**src/deq_pkg.sv**
```systemverilog
// Shared codes and types for the double-ended queue.
// Holds request codes, status codes, field widths and the control state enum.
package deq_pkg;

  localparam int REQ_W    = 3;
  localparam int VALUE_W  = 32;
  localparam int STATUS_W = 2;
  localparam int OCC_W    = 6;

  localparam logic [REQ_W-1:0] REQ_PUSH_FRONT = 3'd0;
  localparam logic [REQ_W-1:0] REQ_PUSH_BACK  = 3'd1;
  localparam logic [REQ_W-1:0] REQ_POP_FRONT  = 3'd2;
  localparam logic [REQ_W-1:0] REQ_POP_BACK   = 3'd3;
  localparam logic [REQ_W-1:0] REQ_READ_ALL   = 3'd4;

  localparam logic [STATUS_W-1:0] ST_OK    = 2'd0;
  localparam logic [STATUS_W-1:0] ST_EMPTY = 2'd1;
  localparam logic [STATUS_W-1:0] ST_FULL  = 2'd2;

  typedef enum logic [1:0] {
    S_IDLE,
    S_POP,
    S_DUMP
  } deq_state_t;

endpackage

```
**src/deq_ram.sv**
```systemverilog
// Element store of the double-ended queue: one write port, one read port.
// Read data is registered and holds until the next read. No package needed.
module deq_ram #(
  parameter int DEPTH      = 32,
  parameter int DATA_WIDTH = 32
) (
  input  logic                     clk,
  input  logic                     we,
  input  logic [$clog2(DEPTH)-1:0] waddr,
  input  logic [DATA_WIDTH-1:0]    wdata,
  input  logic                     re,
  input  logic [$clog2(DEPTH)-1:0] raddr,
  output logic [DATA_WIDTH-1:0]    rdata
);

  logic [DATA_WIDTH-1:0] mem [DEPTH];

  always_ff @(posedge clk) begin
    if (we) begin
      mem[waddr] <= wdata;
    end
  end

  always_ff @(posedge clk) begin
    if (re) begin
      rdata <= mem[raddr];
    end
  end

endmodule

```
**src/double_ended_queue.sv**
```systemverilog
// Bounded double-ended queue of DATA_WIDTH-bit words in a circular store of DEPTH
// entries. One request is in flight at a time. Pushes, failed pops, read-alls of an
// empty queue and unknown request codes load their result word at the edge that
// accepts them, so the word shows in the next cycle; they run one per cycle
// while the output is not stalled. A pop reads its value through the store's
// single registered read port and loads it into the result word from S_POP,
// waiting there while the output is stalled. A read-all starts its first read on
// acceptance, then sends one word per cycle while the output is not stalled. Popped
// and read-out values are zero-extended to 32 bits. Depends on deq_pkg and deq_ram.
module double_ended_queue
  import deq_pkg::*;
#(
  parameter int DEPTH      = 32,
  parameter int DATA_WIDTH = 32
) (
  input  logic                       clk,
  input  logic                       rst,
  input  logic                       in_valid,
  output logic                       in_stall,
  input  logic [REQ_W-1:0]           req_type,
  input  logic signed [VALUE_W-1:0]  push_value,
  output logic                       out_valid,
  input  logic                       out_stall,
  output logic signed [VALUE_W-1:0]  out_value,
  output logic [STATUS_W-1:0]        status,
  output logic                       last,
  output logic [OCC_W-1:0]           occupancy
);

  localparam int AW    = $clog2(DEPTH);
  localparam int CW    = $clog2(DEPTH + 1);
  localparam int SW    = CW + 1;
  localparam int EXT_W = (DATA_WIDTH > VALUE_W) ? DATA_WIDTH : VALUE_W;

  deq_state_t state, state_next;

  logic [AW-1:0] front, front_next;
  logic [CW-1:0] count, count_next;
  logic [CW-1:0] idx, idx_next;
  logic [AW-1:0] rd_ptr, rd_ptr_next;

  logic                  mem_we, mem_re;
  logic [AW-1:0]         mem_waddr, mem_raddr;
  logic [DATA_WIDTH-1:0] mem_wdata, mem_rdata;

  logic                  out_load;
  logic [VALUE_W-1:0]    value_next;
  logic [STATUS_W-1:0]   status_next;
  logic                  last_next;
  logic [OCC_W-1:0]      occ_next;

  logic out_free, accept, full, empty;
  logic [AW-1:0] front_inc, front_dec, ptr_inc, back_addr, tail_addr;
  logic [EXT_W-1:0] push_ext, rd_ext;

  function automatic logic [AW-1:0] wrap_add(input logic [AW-1:0] base,
                                             input logic [CW-1:0] off);
    logic [SW-1:0] sum;
    sum = SW'(base) + SW'(off);
    if (sum >= SW'(DEPTH)) begin
      sum = sum - SW'(DEPTH);
    end
    return sum[AW-1:0];
  endfunction

  deq_ram #(
    .DEPTH      (DEPTH),
    .DATA_WIDTH (DATA_WIDTH)
  ) u_ram (
    .clk   (clk),
    .we    (mem_we),
    .waddr (mem_waddr),
    .wdata (mem_wdata),
    .re    (mem_re),
    .raddr (mem_raddr),
    .rdata (mem_rdata)
  );

  assign out_free  = !out_valid || !out_stall;
  assign in_stall  = (state != S_IDLE) || !out_free;
  assign accept    = in_valid && !in_stall;
  assign full      = (count == CW'(DEPTH));
  assign empty     = (count == '0);

  assign front_inc = (front == AW'(DEPTH - 1)) ? '0 : front + AW'(1);
  assign front_dec = (front == '0) ? AW'(DEPTH - 1) : front - AW'(1);
  assign ptr_inc   = (rd_ptr == AW'(DEPTH - 1)) ? '0 : rd_ptr + AW'(1);
  assign back_addr = wrap_add(front, count - CW'(1));
  assign tail_addr = wrap_add(front, count);

  assign push_ext  = EXT_W'($unsigned(push_value));
  assign mem_wdata = push_ext[DATA_WIDTH-1:0];
  assign rd_ext    = EXT_W'(mem_rdata);

  always_ff @(posedge clk) begin
    if (rst) begin
      state <= S_IDLE;
      front <= '0;
      count <= '0;
    end else begin
      state <= state_next;
      front <= front_next;
      count <= count_next;
    end
  end

  always_ff @(posedge clk) begin
    idx    <= idx_next;
    rd_ptr <= rd_ptr_next;
  end

  always_comb begin
    state_next  = state;
    front_next  = front;
    count_next  = count;
    idx_next    = idx;
    rd_ptr_next = rd_ptr;
    mem_we      = 1'b0;
    mem_waddr   = tail_addr;
    mem_re      = 1'b0;
    mem_raddr   = front;
    out_load    = 1'b0;
    value_next  = '0;
    status_next = ST_OK;
    last_next   = 1'b1;
    occ_next    = OCC_W'(count);

    case (state)
      S_IDLE: begin
        if (accept) begin
          out_load = 1'b1;
          case (req_type)
            REQ_PUSH_FRONT, REQ_PUSH_BACK: begin
              if (full) begin
                status_next = ST_FULL;
              end else begin
                mem_we     = 1'b1;
                count_next = count + CW'(1);
                occ_next   = OCC_W'(count + CW'(1));
                if (req_type == REQ_PUSH_FRONT) begin
                  mem_waddr  = front_dec;
                  front_next = front_dec;
                end
              end
            end
            REQ_POP_FRONT, REQ_POP_BACK: begin
              if (empty) begin
                status_next = ST_EMPTY;
              end else begin
                // hold the result until the read data comes back
                out_load   = 1'b0;
                mem_re     = 1'b1;
                count_next = count - CW'(1);
                state_next = S_POP;
                if (req_type == REQ_POP_FRONT) begin
                  front_next = front_inc;
                end else begin
                  mem_raddr = back_addr;
                end
              end
            end
            REQ_READ_ALL: begin
              if (empty) begin
                status_next = ST_EMPTY;
              end else begin
                out_load    = 1'b0;
                mem_re      = 1'b1;
                rd_ptr_next = front_inc;
                idx_next    = '0;
                state_next  = S_DUMP;
              end
            end
            default: begin
            end
          endcase
        end
      end
      S_POP: begin
        if (out_free) begin
          out_load   = 1'b1;
          value_next = rd_ext[VALUE_W-1:0];
          state_next = S_IDLE;
        end
      end
      S_DUMP: begin
        if (out_free) begin
          out_load   = 1'b1;
          value_next = rd_ext[VALUE_W-1:0];
          last_next  = (idx + CW'(1) == count);
          if (last_next) begin
            state_next = S_IDLE;
          end else begin
            // fetch the next word while this one goes out
            mem_re      = 1'b1;
            mem_raddr   = rd_ptr;
            rd_ptr_next = ptr_inc;
            idx_next    = idx + CW'(1);
          end
        end
      end
      default: begin
        state_next = S_IDLE;
      end
    endcase
  end

  always_ff @(posedge clk) begin
    if (rst) begin
      out_valid <= 1'b0;
    end else if (out_load) begin
      out_valid <= 1'b1;
    end else if (!out_stall) begin
      out_valid <= 1'b0;
    end
  end

  always_ff @(posedge clk) begin
    if (out_load) begin
      out_value <= $signed(value_next);
      status    <= status_next;
      last      <= last_next;
      occupancy <= occ_next;
    end
  end

endmodule

```
**config.mk**
```make
export PLATFORM = sky130hd
export DESIGN_NAME = double_ended_queue
export DESIGN_NICKNAME = d
export VERILOG_FILES = /design/src/deq_pkg.sv /design/src/deq_ram.sv /design/src/double_ended_queue.sv
export SDC_FILE = /design/constraint.sdc
export NUM_CORES = 1
export LEC_CHECK = 0
export ABC_CLOCK_PERIOD_IN_PS = 4100
export BUFFER_PORTS_ARGS = -buffer_cell sky130_fd_sc_hd__buf_2
export CAP_MARGIN = 20
export CORE_MARGIN = 1.5
export CORE_UTILIZATION = 56
export CTS_CLUSTER_SIZE = 16
export DETAILED_ROUTE_END_ITERATION = 6
export GPL_TIMING_DRIVEN = 0
export HOLD_SLACK_MARGIN = 0.05
export PLACE_DENSITY = 0.73
export SYNTH_ARGS = -nofsm -noshare
export SYNTH_HDL_FRONTEND = slang
export SYNTH_SLANG_ARGS = --single-unit
```
**constraint.sdc**
```tcl
create_clock -name clk -period 4.1 [get_ports clk]
set_input_delay 0.205 -clock clk [delete_from_list [all_inputs] [get_ports clk]]
set_output_delay 0.205 -clock clk [all_outputs]
set_load 0.005 [all_outputs]
```
==> results of run 1 <==
[synth_stat cells, types with 16 or more instances]
cell type,instances
buf_4,16
buf_2,30
ha_1,20
nand2_1,41
edfxtp_1,1108
nor2_1,62
buf_6,34
o22ai_1,130
a21oi_1,17
nor4_1,18
mux2i_1,773
clkbuf_1,45
and3_1,37
xnor2_1,21
[state kept, by name (all words and copies together) (netlist names)]
register     flops
last             1
u_ram.mem     1024
count            6
idx              6
front            5
u_ram.rdata     32
state            2
out_value       32
rd_ptr           5
status           2
occupancy        6
out_valid        1
[worst min path at each step]
stage	from	endpoint	slack [ns]
finish	push_value[16]	u_ram.mem[10][16]	0.07
global route	push_value[7]	u_ram.mem[19][7]	0.09
global placement	state[1]	state[1]	0.52
detailed placement	state[0]	state[0]	0.53
CTS	push_value[7]	u_ram.mem[23][7]	0.05
floorplan	rst	count[5]	0.28
[routing by layer]
layer / vias up / global-route usage
li1: 10700 / -
met3: 241 / 0.0417
met5: - / 0
met1: 12600 / 0.370
met2: 1286 / 0.460
met4: 0 / 0.102
[repair_timing]
item	4_1_cts	5_1_grt
hold buffers	30	0
pin swaps	36	9
buffers inserted	36	5
gates resized for setup	113	127
endpoints found under the hold margin	823	0
endpoints found under the setup margin	1056	1055
cloned	1	1
[cell families after synthesis]
group | Yosys count | synth area share
buf+inv | 148 | 0.0211
fa+ha+maj | 22 | 0.00637
compound gates | 205 | 0.0288
flops | 1122 | 0.736
xor+xnor | 34 | 0.00749
mux | 778 | 0.171
simple gates | 233 | 0.0291
[stage by stage]
step | worst slack, ns | TNS, ns | power [mW] | std cells
after CTS | 0.00336 | 0 | 24.8 | 3982
after floorplan | -0.183 | -174.18 | 14.4 | 2542
after global placement | -2.84 | -2835.99 | 15.2 | 3681
final | 0.106 | 0 | 24.9 | 3988
after detailed placement | -1.15 | -739.59 | 15.3 | 3717
after global routing | -0.0504 | -0.610 | 25.5 | 3988
[where the power goes]
part           total (mW)  switching [mW]  internal (mW)  leakage [nW]
clock network        9.62            4.14           5.47          1.67
logic                2.46            1.50          0.957          10.4
registers            12.8          0.0415           12.8          10.1
total                24.9            5.68           19.2          22.2
[final cells by class]
class | instances | area, sq um
antenna | 1 | 2.50
buffer | 133 | 1280
clock buffer | 135 | 2850
clock inverter | 64 | 558
fill | 5148 | 27000
inverter | 13 | 48.8
multi-input combinational | 1272 | 11800
sequential | 1122 | 33600
tap | 1060 | 1330
timing repair buffer | 188 | 2180
==> out/metrics.cfg, run 1 <==
[final_layout]
layout_commonest_cell = edfxtp_1
drive_above_1_share = 0.192
nNetsFinal = 2898
layout_common_cells = edfxtp_1 (1108), mux2i_1 (768), clkbuf_16 (111), o22ai_1 (92), buf_2 (83)
stdcell_area_sq_mm = 0.0536
area_growth_syn_to_layout_pct = 17.6
fin_util = 0.665

[power_and_ir_drop]
peakVddDrop_v = 0.000355
power.density_mw_per_mm2 = 464
leakagePower_nw = 22.2

[floorplan]
core-area_sq_mm = 0.0805
io_pins = 82
dieArea_sq_mm = 0.0831
die_x_microns = 288
die_h_microns = 288
rows = 104
start_util = 0.566

[clocking]
htreeDepth = 3
clk_pin_slew_ns = 0.06
numCtsBuffers = 107
clock_sinks = 1122
clk-insertion-delay-late_ns = 0.67
cts_buffer_depth = 3
cts_tree = done
cts_root_buf = clkbuf_16

[detailed_routing]
dr.pass1.iters = 6
wl_met2_microns = 56500
drt-initial-drc-count = 2764
wire_per_inst_microns = 28.9
wl_microns = 115000
dr.max_layer_used = met4
via_count = 24800
vias_per_cell = 6.23
wl_met1_microns = 45800
dr_wl_met3_microns = 9150
drc = 0
ant_nets = 0

[synth]
synth_top_area_cell = edfxtp_1
ys_ff_latch = 1122
synth-edff-count = 1108
synth.cell_area_sq_mm = 0.0456
ys.flop_type = edfxtp_1
synth_area_leaders = edfxtp_1 (73%), mux2i_1 (17%), o22ai_1 (1.8%), buf_6 (0.84%), dfxtp_1 (0.61%)
synthCells = 2542
ys_seq_area_frac = 0.736
synth_nets = 2603
synth_top_area_frac = 0.730
yosys_warnings = 0
yosysUniqueCellTypes = 67
ys_async_sr_fraction = 0
syn_avg_cell_area_sq_um = 17.9

[sta]
final.period_utilization = 0.974
slew_headroom = 0.287
slew_violations = 0
finalHoldViolCount = 0
tightestPinTransition_ns = 1.07
period_minus_slack_ns = 3.99
timing.hold.ws_ns = 0.0750
fmax_mhz = 250
setup_viol = 0
clock_skew_ns = 0.0214

[place]
placed_area_sq_mm = 0.0483
port_buffers = 79
place.gp.congestion = 0.830
hpwlAfterDp_microns = 73700

[grt]
grt_pass1_vias = 24900
grt_max_degree = 33
grt_pass1_wl_microns = 164000
grt-ovfl-total = 0
track_usage = 0.276
antenna_found_initial = 3

[worst_setup_path]
path_class = register to register
max_stage_delay_ns = 0.61
slowest_stage = xnor2_1
required_ns = 4.47
crit_fanout = 17
rrSetupSlack_ns = 0.11
critPathBufInv = 2
r2r_end = u_ram.mem[13][13]
path_cells = nand2_1 -> buf_2 -> nand3_2 -> nor3_4 -> nand2_1 -> nor2_4 -> mux2i_2 -> xnor2_1 -> nand2_2 -> nor2_4 -> buf_16
arrival_ns = 4.36
reg2reg_from = out_valid
start_kind = register
critical_path.startpoint = out_valid
ff2ff_path_depth = 11
cp.depth = 11
cp-endpoint = u_ram.mem[13][13]
end_kind = register
cp_top_family = simple AND/OR/NAND/NOR gates

[job]
cap_violations = 0

[hold_path]
hold_path_class = input port to register
worstHoldPathCells = 1

[status]
status = finished clean

Power figures use the tool's default switching activity.
==> run 2: changes to the inputs <==
==> constraint.sdc (replaced) <==
create_clock -name clk -period 4.1 [get_ports clk]
set_input_delay 0.41 -clock clk [delete_from_list [all_inputs] [get_ports clk]]
set_output_delay 0.41 -clock clk [all_outputs]
set_load 0.005 [all_outputs]
==> run 2 against run 1 <==
Net effect: utilization shrank 0.36 points; sequential share of layout area grew 0.34 points; first-iteration DRC count is essentially flat; global-route usage is 0.079 points lower; flip-flop and latch count unchanged; count of clock-buffer cells in the layout did not move; critical path depth stayed put; largest cell class unchanged; largest power group unchanged.
==> out/metrics.cfg, run 2 (synthesis gave the netlist of run 1 again) <==
[power_and_ir_drop]
clkPwrFrac = 0.387  ; was 0.386
seqPwrFrac = 0.515  ; about the same
intPower_mw = 19.2  ; about the same
switching_power_mw = 5.70  ; was 5.68 mW
power.density_mw_per_mm2 = 467  ; was 464 mW/mm^2
comb_power_share = 0.098  ; was 0.099
swShare = 0.229  ; was 0.228
leakagePower_nw = 22.1  ; was 22.2 nW
peakVddDrop_v = 0.000357  ; was 0.000355 V

[final_layout]
multiInputGateArea_sq_mm = 0.0118  ; unchanged
nNetsFinal = 2869  ; was 2898
layout_commonest_cell = edfxtp_1  ; unchanged
seqCellArea_sq_mm = 0.0336  ; unchanged
largest-register = u_ram.mem  ; unchanged
final.fill_count = 5166  ; was 5148
layout_common_cells = edfxtp_1 (1108), mux2i_1 (768), clkbuf_16 (111), o22ai_1 (92), buf_2 (83)  ; unchanged
fin_util = 0.662  ; was 0.665
area_growth_syn_to_layout_pct = 16.9  ; was 17.6%
largestRegisters = u_ram.mem (1024), out_value (32), u_ram.rdata (32)  ; unchanged
drive_above_1_share = 0.194  ; was 0.192
fin_cells = 3959  ; was 3988
largest_register_ffs = 1024  ; unchanged

[detailed_routing]
wire_per_inst_microns = 29.1  ; was 28.9 microns
via_count = 24800  ; about the same
dr.pass1.iters = 6  ; unchanged
ant_nets = 0  ; unchanged
drc = 0  ; unchanged
drt-initial-drc-count = 2762  ; was 2764
vias_per_cell = 6.25  ; was 6.23
wl_microns = 115000  ; about the same

[floorplan]
rows = 104  ; unchanged
io_pins = 82  ; unchanged
dieArea_sq_mm = 0.0831  ; unchanged
start_util = 0.566  ; unchanged
core-area_sq_mm = 0.0805  ; unchanged
die_x_microns = 288  ; unchanged
die_h_microns = 288  ; unchanged

[sta]
period_minus_slack_ns = 4.05  ; was 3.99 ns
tightestPinTransition_ns = 1.06  ; was 1.07 ns
slew_violations = 0  ; unchanged
clock_skew_ns = 0.0211  ; was 0.0214 ns
setup_ws_ns = 0.0540  ; was 0.106 ns
fmax_mhz = 247  ; was 250 MHz
slew_headroom = 0.296  ; was 0.287
final.period_utilization = 0.987  ; was 0.974
finalHoldViolCount = 0  ; unchanged
setup_viol = 0  ; unchanged

[worst_setup_path]
path_cells = nand2_1 -> buf_2 -> nand3_2 -> nor3_4 -> nand2_1 -> nor2_4 -> mux2i_2 -> xnor2_1 -> nand2_2 -> nor2_4 -> buf_16  ; unchanged
max_stage_delay_ns = 0.44  ; was 0.61 ns
slowest_stage = mux2i_2  ; was xnor2_1
arrival_ns = 4.41  ; was 4.36 ns
path_class = register to register  ; unchanged
crit_fanout = 17  ; unchanged
start_kind = register  ; unchanged
required_ns = 4.47  ; about the same
end_kind = register  ; unchanged

[grt]
grt_busiest_layer = met2  ; unchanged
grt_pass1_wl_microns = 163000  ; was 164000 microns
use_met3 = 0.0418  ; was 0.0417
grt_max_degree = 33  ; unchanged
gr-usage-met2 = 0.458  ; was 0.460
grt_pass1_vias = 24700  ; was 24900
grt-ovfl-total = 0  ; unchanged
met1_usage = 0.369  ; was 0.370
track_usage = 0.275  ; was 0.276
antenna_found_initial = 3  ; unchanged

[hold_path]
hold_path_class = input port to register  ; unchanged

[clocking]
cts_root_buf = clkbuf_16  ; unchanged
numCtsBuffers = 107  ; unchanged
htreeDepth = 3  ; unchanged
clk_pin_slew_ns = 0.06  ; about the same
cts_buffer_depth = 3  ; unchanged
cts_tree = done  ; unchanged
clock_sinks = 1122  ; unchanged
clk-insertion-delay-late_ns = 0.67  ; about the same

[job]
cap_violations = 0  ; unchanged

[place]
port_buffers = 79  ; unchanged
place.gp.congestion = 0.830  ; unchanged
pre_cts_ws_ns = -1.15  ; unchanged
hpwlAfterDp_microns = 73700  ; unchanged
placed_cells = 3717  ; unchanged

[status]
status = finished clean  ; unchanged

## run 2: cell types whose count changed in the layout (fill, tap and decap cells not counted), sizes merged
cell,delta
dlygate4sd3,-29
## run 2: final timing paths
check                 start                 to  cells after the start  slack, ns
setup / recovery  out_valid  u_ram.mem[13][13]                     11       0.05
hold / removal    out_stall          out_valid                      3       0.22
setup reg to reg  out_valid  u_ram.mem[13][13]                     11       0.05
hold reg to reg    state[0]           state[0]                      2       0.54
## run 2: power groups by stage
stage          Clock (mW)  Combinational (mW)  Sequential [mW]
3_5_place_dp            0                2.21             13.1
2_1_floorplan           0                1.36             13.1
6_report             9.63                2.43             12.8
3_3_place_gp            0                2.10             13.1
4_1_cts              9.69                2.31             12.8
5_1_grt              10.1                2.55             12.8
## run 2: metal layers
| layer | vias up | part of all wire |
|---|---|---|
| met2 | 1276 | 0.49 |
| met5 | - | 0 |
| met3 | 232 | 0.082 |
| li1 | 10600 | - |
| met1 | 12600 | 0.39 |
| met4 | 0 | 0.033 |
## run 2: timing repair
item	4_1_cts	5_1_grt
setup buffers	36	5
gates resized for setup	113	127
setup endpoints to repair	1056	1055
hold buffers	1	0
pin swaps	36	8
endpoints found under the hold margin	3	0
gates cloned	1	1
## run 2: per-stage QoR
step / instance area [sq um] / power (mW) / hold slack (ns) / setup TNS [ns]
2_1_floorplan: 45600 / 14.4 / 0.482 / -174.18
3_3_place_gp: 47300 / 15.2 / 0.525 / -3045.90
3_5_place_dp: 48300 / 15.3 / 0.528 / -949.51
4_1_cts: 52800 / 24.8 / 0.188 / 0
5_1_grt: 53300 / 25.5 / 0.239 / -0.656
6_report: 53300 / 24.9 / 0.217 / 0
## run 2: cell type report
type,instances,share of cell area
sequential,1122,0.630
clock inverter,64,0.0105
antenna,1,0.0000470
tap,1060,0.0249
buffer,133,0.0240
clock buffer,135,0.0534
inverter,13,0.000916
multi-input combinational,1272,0.221
timing repair buffer,159,0.0355
## run 2: critical path, delay by kind of cell, from the launching register on
kind	cells	cell delay, ns
simple gates	7	1.99
buf+inv	2	0.58
flops	1	0.32
mux	1	0.44
xor+xnor	1	0.37
